$ cat config.mk
export PLATFORM = sky130hd
export DESIGN_NAME = rau_mul
export DESIGN_NICKNAME = d
export VERILOG_FILES = /design/src/hw/rtl/rau_pkg.sv /design/src/hw/rtl/rau_mul.sv
export SDC_FILE = /design/constraint.sdc
export NUM_CORES = 2
export LEC_CHECK = 0
export BUFFER_PORTS_ARGS = -buffer_cell sky130_fd_sc_hd__buf_2
export CAP_MARGIN = 25
export CORE_ASPECT_RATIO = 1.5
export CORE_MARGIN = 3
export CORE_UTILIZATION = 45
export DETAILED_ROUTE_END_ITERATION = 6
export PLACE_DENSITY_LB_ADDON = 0.15
export SLEW_MARGIN = 15
export SYNTH_ARGS = -nofsm -noshare
export SYNTH_HDL_FRONTEND = slang
export SYNTH_SLANG_ARGS = --single-unit
$ cat constraint.sdc
create_clock -name clock -period 9.1 [get_ports clock]
set_input_delay 0.91 -clock clock [delete_from_list [all_inputs] [get_ports clock]]
set_output_delay 0.91 -clock clock [all_outputs]
set_load 0.02 [all_outputs]
$ cat src/hw/rtl/rau_pkg.sv
// Shared types, constants and helpers for the rational arithmetic unit.
package rau_pkg;

   localparam int OPW    = 32;
   localparam int PROD_W = 2 * OPW;
   localparam int MAG_W  = 64;
   localparam int SH_W   = 6;
   localparam int CNT_W  = 7;

   localparam logic [MAG_W-1:0] MAX_POS = {1'b0, {(MAG_W-1){1'b1}}};

   typedef enum logic [2:0] {
      FN_ADD = 3'd0,
      FN_SUB = 3'd1,
      FN_MUL = 3'd2,
      FN_DIV = 3'd3,
      FN_RCP = 3'd4,
      FN_NEG = 3'd5,
      FN_CMP = 3'd6,
      FN_NOP = 3'd7
   } func_type;

   typedef enum logic [3:0] {
      ST_IDLE,
      ST_MUL0,
      ST_MUL1,
      ST_MUL2,
      ST_MUL3,
      ST_COMB,
      ST_GCD_GO,
      ST_GCD,
      ST_DIVN_GO,
      ST_DIVN,
      ST_DIVD_GO,
      ST_DIVD,
      ST_DONE
   } state_type;

   typedef struct packed {
      logic           neg;
      logic [OPW-1:0] mag;
   } opnd_type;

   typedef struct packed {
      logic             neg;
      logic [MAG_W-1:0] mag;
   } wide_type;

   function automatic opnd_type to_opnd(input logic [31:0] v);
      opnd_type       r;
      logic [OPW-1:0] m;
      m     = v[OPW-1:0];
      r.neg = m[OPW-1];
      r.mag = m[OPW-1] ? (~m + {{(OPW-1){1'b0}}, 1'b1}) : m;
      return r;
   endfunction

endpackage

$ cat src/hw/rtl/rau_mul.sv
// Registered unsigned magnitude multiplier.
module rau_mul import rau_pkg::*; (
   input  logic              clock,
   input  logic [OPW-1:0]    x,
   input  logic [OPW-1:0]    y,
   output logic [MAG_W-1:0]  prod
);

   logic [PROD_W-1:0] prod_ff;

   always_ff @(posedge clock) begin
      prod_ff <= PROD_W'(x) * PROD_W'(y);
   end

   assign prod = MAG_W'(prod_ff);

endmodule

# After elaboration in Yosys (flattened, before gate mapping)
# Index checks and enable logic that the tools add are counted.
# W data, S select, Z words.
[classes] multipliers=1
[ops] op="$mul A32 B32 Y64" count=1
[totals] register_bits=64 inputBits=65 output_inout_bits=64 wordCells=2

# Depth between registers and ports, before layout
[logic_depth] word_depth=1 ltp_mapped=29 mapped_depth_nobuf=27

# Worst setup path before layout
# Ideal clock, no wire load.
[synth_timing] kind="input to register" from="input x[25]" to="register prod_ff[62] (netlist: prod[62])" setup_ns=0.072 arrival_time_ns=7.591 required_time_ns=9.028 slack_ns=1.437 stages=25 path_buffers=2 path_cell_list="clkbuf_1 nand2_1 fa_1 inv_1 fa_1 inv_1 fa_1 inv_1 fa_1 fa_1 fa_1 fa_1 inv_1 fa_1 inv_1 ha_1 buf_2 nand4_1 or4_1 or3_1 a31oi_1 a31o_2 a211oi_1 o21ai_1 xor2_1"
[synth_between] elab_chain_len=1
[synth_rtl] item="start: declaration" line="rau_mul.sv:4" source="input logic [OPW-1:0] x,"
[synth_rtl] item="$mul A32 B32 Y64" line="rau_mul.sv:12" source="prod_ff <= PROD_W'(x) * PROD_W'(y);"
[synth_rtl] item="end signal: assignment" line="rau_mul.sv:12"
[synth_rtl] item="end: declaration" line="rau_mul.sv:9" source="logic [PROD_W-1:0] prod_ff;"
# No other way between the ends.

# Worst setup path in the final report
[layout_timing] from="input x[8]" to="register prod_ff[63] (netlist: prod[63])"
# Same word-level chain as after synthesis.

==> out/results.txt <==
post-layout min period: 8420 ps
Final Hold Viols: 0
Area Growth Syn to Fin: 5.20%
TritonCTS Sinks: 64
post-CTS sizing: 0
total I/O pin count: 129
Vias/cell: 5.25
number of global-route vias before repair: 28100
Achievable Freq: 119 MHz
clock-pin slew on the worst setup and hold paths: 60 ps
die height: 346 um
DRC: 0
Worst Setup Path Type: in -> reg
initial core utilization: 45.4%
synthesized area: 34700 sq um
CTS root buffer: clkbuf_16
Worst Path Required: 9410 ps
YS warnings: 0
worst-margin pin slew: 789 ps
ANT nets after route: 0
largest area contributor in the netlist: fa_1
worst min path class: in -> reg
global route overflow: 0
worst path arrival time: 8740 ps
CTS tree: yes
Post-CTS Hold Fix Bufs: 0
Die ar.: 80500 sq um
dpl cells: 4721
max FFs per register: 64
routability cong.: 0.931
RSZ-0062 raised after global routing: no
post-CTS setup buffers: 0
Synth top area share: 51.7%
max-cap viol count: 0
Synth cell types: 57
fin crit share: 92.6%
DRT Pass-1 Iters: 5
Rel. slew slack: 47.4%
post-DP HPWL: 91800 um
asr flop ratio synth: 0%
Commonest cells post-synth: 896 x fa_1, 865 x inv_1, 602 x and2_1
CTS H-tree lvls: 3
# rows: 124
synthesized instance count: 3748
CTS buffer count: 9
CTS Buffer Depth: 2
most frequent cell after synthesis: fa_1
Post-synth EDFFs: 0
final instance area: 36500 sq um
Crit. End Element: flip-flop
setup_tns: 0 ps
synth top area cells: fa_1 52%, and2_1 11%, ha_1 9.5%
Placeable Area: 76300 sq um
Post-DP Area: 36200 sq um
syn nets: 4972
Yosys reg bits: 64
first-pass GRT wire length: 166000 um
status: complete, no violations
largest net degree at the start of global routing: 33
die width: 233 um
n_diodes: 0
Vias: 24900
crit-path max FO: 23
ys flop type: dfxtp_1
port buffer count: 128
Startpoint Class: input pin
Non-Filler Instances: 4736
Avg Cell Area, Syn: 9.25 sq um
Post-Route WL: 109000 um
initial DRC count: 1070
register area share after synthesis: 3.69%
DR WL/cell: 23.0 um
max-slew violation count: 0
layout cells sized above 1: 5.79%
Total GRT Usage: 28.0%
final setup vio count: 0
nets@finish: 4948
initial antenna violation count: 4
-- layer usage --
metal  global-route usage (%)  part of all wire (%)
met3                     2.80                   3.1
met4                     21.3                   9.7
met2                     54.3                    57
met1                     26.3                    30
met5                        0                 0.037
-- kinds of logic after synthesis --
logic type      after synthesis  share of synthesized area (%)
xor+xnor                     60                           1.52
buf+inv                    1085                           11.8
compound gates              202                           4.15
mux                           1                         0.0289
simple gates               1177                           17.6
flops                        64                           3.69
fa+ha+maj                  1159                           61.2
-- per-stage QoR --
stage          hold slack, ps  setup slack [ps]  util (%)
5_1_grt                  1250               333      47.8
3_5_place_dp             1330               419      47.4
3_3_place_gp             1330               448      47.4
4_1_cts                  1210               782      47.8
2_1_floorplan            1040              1440         -
6_report                 1230               678      47.8
-- path summary, 6_finish.rpt --
kind	startpoint	endpoint	slack [ps]	cells past startpoint
worst max-delay path	x[8]	prod[63]	680	26
worst min-delay path	x[0]	prod[0]	1230	3
-- final cells by class --
cell class | instances | area, sq um
well taps | 1008 | 1260
multi-input cells | 2599 | 29300
flip-flops and latches | 64 | 1280
clock buffers | 13 | 270
fillers | 7547 | 39900
inverters | 865 | 3250
clock inverters | 2 | 37.5
repair buffers | 185 | 1070
-- critical path, stage by stage --
cell,delay [ps]
buf_2,530
buf_4,320
nand2_1,90
fa_1,400
inv_1,100
fa_1,440
fa_1,520
inv_1,70
fa_1,490
inv_1,60
fa_1,500
inv_1,50
fa_1,520
inv_1,50
fa_1,490
fa_1,410
ha_1,460
nand4_1,150
a2111o_1,310
a21o_1,220
a21oi_2,210
a31oi_1,280
o31ai_4,450
a21oi_2,180
a221oi_1,280
and4_1,240
-- cells in the final DEF (no fill, tap or decap), types with 4 or more instances in the layout --
cell	instances
nor3_1	7
a21oi_1	63
xor2_1	25
nand2_1	480
ha_1	263
inv_1	865
and3_1	14
o21ai_1	5
fa_1	896
o21a_1	9
a31oi_1	12
a21o_1	40
nand3_1	10
dfxtp_1	64
buf_4	57
clkbuf_16	9
nand4_1	23
o21ai_0	21
and2_1	602
nor2_1	20
a221o_1	4
xnor2_1	35
buf_2	128
o21bai_1	10
Power is left out: the tool's default activity adds up to more than one toggle a clock period on the data nets, which glitch-free logic cannot reach.
