$ cat src/hw/rtl/rau_pkg.sv
// Shared types, constants and helpers for the rational arithmetic unit.
package rau_pkg;

   localparam int OPW    = 32;
   localparam int PROD_W = 2 * OPW;
   localparam int MAG_W  = 64;
   localparam int SH_W   = 6;
   localparam int CNT_W  = 7;

   localparam logic [MAG_W-1:0] MAX_POS = {1'b0, {(MAG_W-1){1'b1}}};

   typedef enum logic [2:0] {
      FN_ADD = 3'd0,
      FN_SUB = 3'd1,
      FN_MUL = 3'd2,
      FN_DIV = 3'd3,
      FN_RCP = 3'd4,
      FN_NEG = 3'd5,
      FN_CMP = 3'd6,
      FN_NOP = 3'd7
   } func_type;

   typedef enum logic [3:0] {
      ST_IDLE,
      ST_MUL0,
      ST_MUL1,
      ST_MUL2,
      ST_MUL3,
      ST_COMB,
      ST_GCD_GO,
      ST_GCD,
      ST_DIVN_GO,
      ST_DIVN,
      ST_DIVD_GO,
      ST_DIVD,
      ST_DONE
   } state_type;

   typedef struct packed {
      logic           neg;
      logic [OPW-1:0] mag;
   } opnd_type;

   typedef struct packed {
      logic             neg;
      logic [MAG_W-1:0] mag;
   } wide_type;

   function automatic opnd_type to_opnd(input logic [31:0] v);
      opnd_type       r;
      logic [OPW-1:0] m;
      m     = v[OPW-1:0];
      r.neg = m[OPW-1];
      r.mag = m[OPW-1] ? (~m + {{(OPW-1){1'b0}}, 1'b1}) : m;
      return r;
   endfunction

endpackage

$ cat src/hw/rtl/rau_gcd.sv
// Iterative binary greatest common divisor, one step per cycle.
module rau_gcd import rau_pkg::*; (
   input  logic              clock,
   input  logic              reset,
   input  logic              start,
   input  logic [MAG_W-1:0]  x,
   input  logic [MAG_W-1:0]  y,
   output logic              done,
   output logic [MAG_W-1:0]  g
);

   logic             busy_ff;
   logic             done_ff;
   logic [MAG_W-1:0] x_ff;
   logic [MAG_W-1:0] y_ff;
   logic [MAG_W-1:0] g_ff;
   logic [SH_W-1:0]  k_ff;

   always_ff @(posedge clock) begin
      if (reset) begin
         busy_ff <= 1'b0;
         done_ff <= 1'b0;
      end else begin
         done_ff <= 1'b0;
         if (start) begin
            busy_ff <= 1'b1;
         end else if (busy_ff && (x_ff == '0 || y_ff == '0)) begin
            busy_ff <= 1'b0;
            done_ff <= 1'b1;
         end
      end
   end

   always_ff @(posedge clock) begin
      if (start) begin
         x_ff <= x;
         y_ff <= y;
         k_ff <= '0;
      end else if (busy_ff) begin
         if (x_ff == '0) begin
            g_ff <= y_ff << k_ff;
         end else if (y_ff == '0) begin
            g_ff <= x_ff << k_ff;
         end else if (!x_ff[0] && !y_ff[0]) begin
            x_ff <= x_ff >> 1;
            y_ff <= y_ff >> 1;
            k_ff <= k_ff + SH_W'(1);
         end else if (!x_ff[0]) begin
            x_ff <= x_ff >> 1;
         end else if (!y_ff[0]) begin
            y_ff <= y_ff >> 1;
         end else if (x_ff >= y_ff) begin
            x_ff <= x_ff - y_ff;
         end else begin
            y_ff <= y_ff - x_ff;
         end
      end
   end

   assign done = done_ff;
   assign g    = g_ff;

endmodule

$ cat config.mk
export PLATFORM = sky130hd
export DESIGN_NAME = rau_gcd
export DESIGN_NICKNAME = d
export VERILOG_FILES = /design/src/hw/rtl/rau_pkg.sv /design/src/hw/rtl/rau_gcd.sv
export SDC_FILE = /design/constraint.sdc
export NUM_CORES = 1
export LEC_CHECK = 0
export BUFFER_PORTS_ARGS = -buffer_cell sky130_fd_sc_hd__buf_2
export CAP_MARGIN = 25
export CORE_MARGIN = 3
export CORE_UTILIZATION = 50
export DETAILED_ROUTE_END_ITERATION = 8
export PLACE_DENSITY_LB_ADDON = 0.05
export SETUP_SLACK_MARGIN = 0.3
export SLEW_MARGIN = 20
export SYNTH_ARGS = -nofsm -noshare
export SYNTH_HDL_FRONTEND = slang
export SYNTH_SLANG_ARGS = --single-unit
$ cat constraint.sdc
create_clock -name clock -period 6.8 [get_ports clock]
set_input_delay 1.36 -clock clock [delete_from_list [all_inputs] [get_ports clock]]
set_output_delay 1.36 -clock clock [all_outputs]
set_load 0.005 [all_outputs]
# After elaboration in Yosys (flattened, before gate mapping)

Cells that the tools add are included.
Widths: inputs -> output; s select.

Add/sub/neg operators: 3
Multipliers: 0
Div/mod/pow operators: 0
Order comparisons: 1
Equality and inequality tests: 5
Shift operators: 2
Multiplexer cells: 21
Bitwise gates (word level): 3
Reduce and logical (&&, ||, !) cells: 18

Operators by type and width:

| cell                | count |
|---|---|
| $mux 64             | 18 |
| $logic_not 64->1    | 2 |
| $shl 64x6->64       | 2 |
| $sub 64x64->64      | 2 |
| $ge 64x64->1        | 1 |
| $reduce_and 5->1    | 2 |
| $ne 4x2->1 const B  | 2 |
| $reduce_and 4->1    | 2 |
| $add 6x1->6 const B | 1 |
| $reduce_and 3->1    | 2 |
| $reduce_bool 2->1   | 3 |
| $ne 2x2->1 const B  | 2 |
| $ne 4x4->1 const B  | 1 |
| $mux 1              | 3 |
| $not 1->1           | 3 |
| $reduce_bool 3->1   | 1 |
| $logic_and 1x1->1   | 2 |
| $logic_not 1->1     | 2 |
| $reduce_or 2->1     | 1 |
| $logic_or 1x1->1    | 1 |

Bits in registers: 200
Latch bits: 0
Memory bits (writable): 0
Bits in read-only memories: 0
Bits of input ports: 131
Output and inout port bits: 65
Logic and storage cells: 61
Memories kept: 0

# Depth between registers and ports, before layout

Gate-level depths: netlist of the first run.

Depth in word-level cells: 9
Depth in mapped cells: 17

# Least setup slack after synthesis of the first run

Ideal clock, no wire load.

Path kind: input-to-reg
Start point: input start
End point: register g_ff[0], in the netlist g[0], enable pin
Setup time: 0.580 ns
Arrival: 6.461 ns
Required time: 6.220 ns
Slack: -0.240 ns
Stages on the path: 3
Buffers on the path: 2
Cell sequence: clkbuf_1 clkbuf_1 nor3b_1

Longest elaborated chain between the ends: 2

Ends and longest elaborated chain:

| item                       | RTL line      | RTL |
|---|---|---|
| from (decl)                | rau_gcd.sv:5  | `input logic start,` |
| $not 1->1 (no line)        | --            |  |
| $reduce_and 3->1 (no line) | --            |  |
| to (signal assigned)       | rau_gcd.sv:41 | `g_ff <= y_ff << k_ff;` |
| to (signal assigned)       | rau_gcd.sv:43 | `g_ff <= x_ff << k_ff;` |
| to (decl)                  | rau_gcd.sv:16 | `logic [MAG_W-1:0] g_ff;` |

Every way passes these cells.
A chain may end at the register's enable or synchronous reset.

# Worst setup path in the final report of the first run

Start point: register x_ff[0]
End point: register y_ff[44], enable pin

Longest elaborated chain between the ends: 4

Ends and longest elaborated chain:

| item                                                 | RTL line      | RTL |
|---|---|---|
| from (decl)                                          | rau_gcd.sv:14 | `logic [MAG_W-1:0] x_ff;` |
| from (signal assigned)                               | rau_gcd.sv:45 | `x_ff <= x_ff >> 1;` |
| from (signal assigned)                               | rau_gcd.sv:49 | `x_ff <= x_ff >> 1;` |
| from (signal assigned)                               | rau_gcd.sv:53 | `x_ff <= x_ff - y_ff;` |
| branches (longest 3 deep; another with $ge 64x64->1) | --            |  |
| $reduce_and 5->1 (no line) *                         | --            |  |
| to (signal assigned)                                 | rau_gcd.sv:46 | `y_ff <= y_ff >> 1;` |
| to (signal assigned)                                 | rau_gcd.sv:51 | `y_ff <= y_ff >> 1;` |
| to (signal assigned)                                 | rau_gcd.sv:55 | `y_ff <= y_ff - x_ff;` |
| to (decl)                                            | rau_gcd.sv:15 | `logic [MAG_W-1:0] y_ff;` |

Mark *: on every way between the ends.

==> results of run 1 <==
-- worst max-delay path: cells and delay by family, from the launching register on --
kind	cells	cell delay, ns
AO/OA/AOI/OAI	8	2.59
buffers and inverters	4	1.17
adder cells (fa/ha/maj)	2	0.60
flip-flops	1	0.52
AND/OR/NAND/NOR	1	0.26
-- layout by cell type (no fill, tap or decap), types with 36 or more instances in the layout --
master    count
a21oi_1     323
inv_1       227
buf_2       194
edfxtp_1    192
mux2i_1     189
nand2_1     170
nor2_1      155
ha_1        130
o21ai_0     113
xnor2_1      86
a21o_1       59
a221oi_1     58
nand4_1      46
o21bai_1     45
a211oi_1     44
xor2_1       41
nor4_1       36
-- state kept, by name, indices dropped and copies added (netlist names) --
name	flops
busy_ff	1
y_ff	64
g	64
k_ff	6
done	1
x_ff	64
-- power by group --
part	switching (uW)	internal, uW
clock	563	506
sequential	320	1600
combinational	2930	1510
-- metrics by stage --
step	worst slack, ns	utilization
6_report	1.25	0.550
2_1_floorplan	1.64	-
3_5_place_dp	1.35	0.535
5_1_grt	0.993	0.550
3_3_place_gp	1.58	0.535
4_1_cts	1.36	0.550
-- path summary, 6_finish.rpt --
path | start | slack, ns | end | cells past startpoint
worst min-delay path | k_ff[5] | 0.54 | k_ff[5] | 2
worst max-delay path | x_ff[0] | 1.25 | y_ff[44] | 15
worst max register to register | x_ff[0] | 1.25 | y_ff[44] | 15
worst min register to register | k_ff[5] | 0.54 | k_ff[5] | 2
-- final cells by class --
class | instances | area share
clock buffers | 19 | 0.0201
clock inverters | 13 | 0.00588
inverters | 230 | 0.0383
multi-input cells | 1884 | 0.591
flip-flops and latches | 200 | 0.263
well taps | 532 | 0.0295
repair buffers | 221 | 0.0524
-- logic make-up (layout without fill, tap and decap cells) --
logic type	Yosys count	after routing	share of synthesized area
flip-flops	200	200	0.284
buffers and inverters	403	483	0.0787
adder cells (fa/ha/maj)	132	132	0.0799
multiplexers	196	196	0.0945
XOR/XNOR	127	127	0.0534
AND/OR/NAND/NOR	540	540	0.123
AO/OA/AOI/OAI	889	889	0.287
-- metal layers --
metal / vias up / track usage
met3: 182 / 0.0792
met2: 1333 / 0.574
met1: 10028 / 0.522
li1: 9307 / -
met5: - / 0
met4: 2 / 0.143
==> key figures, run 1 <==
Die
  – Rows: 74
  – Initial Util: 0.508
  – Core area: 0.0410 mm^2
  – DIE WIDTH: around 210 um
  – Die area: 0.0442 mm^2
  – Die height: roughly 210 um
  – IO Pins: between 150 and 200

Yosys
  – Fraction of registers with async set/reset: 0
  – Synth unique cells: 78
  – Synth top area cells: edfxtp_1 28%, mux2i_1 9.1%, ha_1 7.8%
  – Yosys top cell by area: edfxtp_1
  – Number of synthesized register bits: 200
  – Synthesis Warnings: 0
  – Ys flop type: edfxtp_1
  – Mapped Area: 0.0208 mm^2
  – Syn nets: roughly 2,800
  – Sequential share of the synthesized area: 0.284
  – Post-synth EDFFs: 192
  – Syn Area/Cell: 8.38 um^2
  – Top cells by count, synth: 323 x a21oi_1, 227 x inv_1, 192 x edfxtp_1
  – Most common cell in the synthesized netlist: a21oi_1
  – Cells after synthesis: 2,487
  – Top cell type's share of synthesized area: 0.277

Cells and area
  – Non-Filler Instances: 3,099
  – Filler cells: approximately 3,900
  – Area Overhead vs Synth: 8.13%
  – Final Cell Area: 0.0225 mm^2
  – Multi-input gate area: between 0.01 and 0.015 mm^2
  – Share of layout cells above drive strength 1: 0.136
  – Nets: 2,817
  – Antenna diodes: 0
  – Register area: roughly 0.0059 mm^2

Global route
  – Largest net degree at the start of global routing: 110
  – Initial antenna violation count: 1
  – Gr ovfl total: 0
  – Vias in the first global route: a little under 20,000
  – First-pass GRT wire length: ~130,000 um
  – Gr usage total: 0.375

Setup path
  – Critical-path cell list: inv_1 -> ha_1 -> inv_1 -> fa_1 -> a21oi_1 -> o211ai_1 -> a41o_1 -> and2b_1 -> a21bo_2 -> a31oi_1 -> o221a_1 -> o21a_1 -> buf_4 -> o31a_2 -> buf_4
  – Kind of start point of the critical path: flop
  – Crit-path slowest cell: o21a_1
  – Worst endpoint data arrival time: approximately 5.7 ns
  – Setup Crit Path Kind: reg -> reg
  – CP peak stage delay: 0.62 ns
  – CP Max Fanout: 26
  – CP required: between 6 and 7 ns
  – CP Capture Type: flop

STA
  – Slew headroom: 0.298
  – Setup TNS: 0 ns
  – Endpoints failing setup: 0
  – Tcrit/Tclk final: 0.817
  – Final Max Tran Viols: 0
  – Clock Skew: 0.0133 ns
  – RSZ-0062 raised after global routing: false
  – Worst-Margin Slew: 1.04 ns
  – Hold Fails Final Rpt: 0
  – Final Critical Period: approximately 5.6 ns
  – Fmax: 180 MHz
  – Hold slack: 0.540 ns

Detailed routing
  – Routed length on met3: 9640 um
  – Via-per-instance ratio: about 6.7
  – M1 WL: around 35,000 um
  – Met2 WL post-DR: around 37,000 um
  – Antenna Violating Nets Remaining: 0
  – Detailed Route Iter0 Violations: roughly 3,000
  – Routed Wire Length: 84,800 um
  – Routed wire per std cell: about 27 um
  – First-pass detailed-route iteration total: 9
  – Highest Signal Layer: met5
  – # DRC: 19
  – Vias: 20,852

Clocking
  – Skew-Pair Late Insertion Delay: 0.51 ns
  – Root buf cell: clkbuf_16
  – Clock tree buffer depth: 2
  – PostCTS Resize Cnt: 0
  – # H-tree levels: 4
  – TritonCTS Buffers: 17
  – CTS tree: built
  – Hold buffers post-CTS: 0
  – Clock-pin slew on the worst setup and hold paths: roughly 0.080 ns
  – CTS Sinks: 200
  – Postcts setup bufs: 0

Placed design
  – Area of placed instances: 0.0220 mm^2
  – Dpl cells: 3,067
  – Placer congestion estimate: 1.09
  – Post-DP HPWL: 66,900 um
  – Port bufs: 195

Run status
  – Failing checks: design-rule violations
  – Outcome: finished, violations left

Run
  – Max_cap viols: 0

Pwr
  – Static Leak: 0.00979 uW
  – Final Power: 7430 uW
  – Pwr per Cell Area: approximately 330 mW/mm^2
  – VDD IR max: 0.000216 V

Hold path
  – Hold Crit Class: reg -> reg
Power figures use the tool's default switching activity.
==> inputs of run 2 (changes only) <==
==> constraint.sdc (replaced) <==
create_clock -name clock -period 5 [get_ports clock]
set_input_delay 1 -clock clock [delete_from_list [all_inputs] [get_ports clock]]
set_output_delay 1 -clock clock [all_outputs]
set_load 0.005 [all_outputs]
==> run 2 against run 1 <==
  * The flow now finishes without violations
  * Critical path depth is 1 lower
  * Die area unchanged
  * Global-route usage is 0.30 points lower
  * Final area grew 1.5%
  * Register-to-register slack worse by 0.81 ns
  * Maximum frequency rose by 22%
  * Worst setup slack got worse by 0.81 ns
  * Utilization up 0.82 points
  * Power rose by 37%
==> key figures, run 2 (synthesized netlist as in run 1, its figures left out) <==
STA
  – Hold Fails Final Rpt: 0
  – Clock Skew: ~0.021 ns
  – Final Critical Period: between 4 and 5 ns
  – Final Max Tran Viols: 0
  – Setup slack after layout: 0.434 ns
  – Fmax: ~220 MHz
  – Tcrit/Tclk final: 0.913
  – Slew headroom: 0.231
  – Endpoints failing setup: 0
  – Worst-Margin Slew: between 1 and 1.5 ns
  – RSZ-0062 raised after global routing: false
  – Setup TNS: 0 ns

Setup path
  – RR Startpoint: x_ff[31]
  – Kind of start point of the critical path: flop
  – Worst R2R Path Depth: 14
  – Worst endpoint data arrival time: 4.80 ns
  – Reg2reg setup slack: 0.43 ns
  – CP required: 5.23 ns
  – CP Capture Type: flop
  – Setup Crit Path Kind: reg -> reg
  – Worst flop-to-flop path endpoint: y_ff[7]
  – CP Max Fanout: 15

Clocking
  – Root buf cell: clkbuf_16
  – CTS Sinks: 200
  – TritonCTS Buffers: 17
  – Clock-pin slew on the worst setup and hold paths: roughly 0.080 ns
  – Hold buffers post-CTS: 0
  – CTS tree: built
  – # H-tree levels: 4
  – Postcts setup bufs: 0
  – Skew-Pair Late Insertion Delay: 0.53 ns
  – Clock tree buffer depth: 2

Pwr
  – Static Leak: 0.00998 uW
  – VDD IR max: 0.000255 V
  – Pwr per Cell Area: 444 mW/mm^2

Detailed routing
  – Detailed Route Iter0 Violations: 2,299
  – Routed wire per std cell: 26.7 um
  – First-pass detailed-route iteration total: 6
  – Vias: between 20,000 and 25,000
  – Via-per-instance ratio: 6.59
  – # DRC: 0
  – Antenna Violating Nets Remaining: 0
  – Routed Wire Length: 83,900 um

Cells and area
  – Filler cells: 3,939
  – Commonest non-fill, non-tap cell in the layout: a21oi_1
  – Share of layout cells above drive strength 1: 0.150
  – Antenna diodes: 0
  – Area Overhead vs Synth: 9.73%
  – Nets: 2,857
  – Commonest cells after routing, fill and taps aside: 322 x a21oi_1, 226 x inv_1, 194 x buf_2

Die
  – IO Pins: 196
  – Core area: 0.0410 mm^2
  – Die height: about 210 um
  – Rows: 74
  – Die area: 0.0442 mm^2
  – DIE WIDTH: about 210 um
  – Initial Util: 0.508

Hold path
  – Hold Path End: busy_ff
  – Hold path cells: 3
  – Hold_sp: busy_ff
  – Hold Crit Class: reg -> reg

Run
  – Max_cap viols: 0

Global route
  – Largest net degree at the start of global routing: 80
  – First-pass GRT wire length: approximately 120,000 um
  – Initial antenna violation count: 2
  – Gr usage total: 0.372
  – Gr ovfl total: 0
  – Vias in the first global route: slightly below 20,000

Placed design
  – Post-DP HPWL: 65,800 um
  – Pre-CTS WS: roughly 0.19 ns
  – Placer congestion estimate: 1.09
  – Port bufs: 195

Run status
  – Outcome: complete, no violations
## run 2: final cells by class
type	count	area, um^2	share of cell area
Sequential cell	200	5930	0.259
Multi-Input combinational cell	1884	13300	0.583
Clock inverter	12	134	0.00585
Timing Repair Buffer	261	1510	0.0658
Clock buffer	20	437	0.0191
Inverter	230	863	0.0377
Tap cell	532	666	0.0291
## run 2: how the worst max path moves through the flow
stage	end	startpoint	depth (start not counted)
detailed placement	x_ff[36]	x_ff[0]	16
global route	g[59]	x_ff[54]	11
global placement	x_ff[36]	x_ff[0]	16
floorplan	g[0]	x_ff[41]	7
CTS	x_ff[36]	x_ff[0]	16
finish	y_ff[7]	x_ff[31]	14
## run 2: report_power, final
group | switching (uW) | leakage (uW) | internal, uW | total, uW
logic | 3990 | 0.00778 | 2160 | 6150
clock network | 774 | 0.000273 | 663 | 1440
registers | 394 | 0.00192 | 2170 | 2570
## run 2: per-layer routing
layer  global-route usage  vias to the layer above  wire [um]
met1                0.517                     9867      34900
met3               0.0697                      218       8570
li1                     -                     9384          -
met2                0.565                     1225      36400
met4                0.166                        4       3970
met5                    0                        -         29
## run 2: repair_timing
| item | in CTS | in global routing |
|---|---|---|
| setup endpoints to repair | 78 | 135 |
| resized for setup | 3 | 5 |
| cloned | 0 | 0 |
## run 2: worst max-delay path, cell delays in order (launching register included)
cell and delay, ns:
edfxtp_1 0.54, inv_1 0.08, ha_1 0.61, and4_1 0.35
nand2_1 0.12, or4_1 0.52, o41ai_2 0.34, a21o_1 0.19
a31oi_2 0.06, o221a_1 0.26, o21a_2 0.27, and2_4 0.25
buf_4 0.23, a221oi_1 0.34, a21oi_1 0.08
## run 2: through the flow
| stage | std cells | total power (uW) | cell area [um^2] | hold slack, ns | util |
|---|---|---|---|---|---|
| 2_1_floorplan | 2487 | 6510 | 20900 | 0.565 | - |
| 3_3_place_gp | 3106 | 8500 | 22200 | 0.616 | 0.542 |
| 3_5_place_dp | 3106 | 8480 | 22200 | 0.626 | 0.542 |
| 4_1_cts | 3138 | 9940 | 22800 | 0.648 | 0.557 |
| 5_1_grt | 3139 | 10600 | 22900 | 0.701 | 0.558 |
| 6_report | 3139 | 10100 | 22900 | 0.663 | 0.558 |
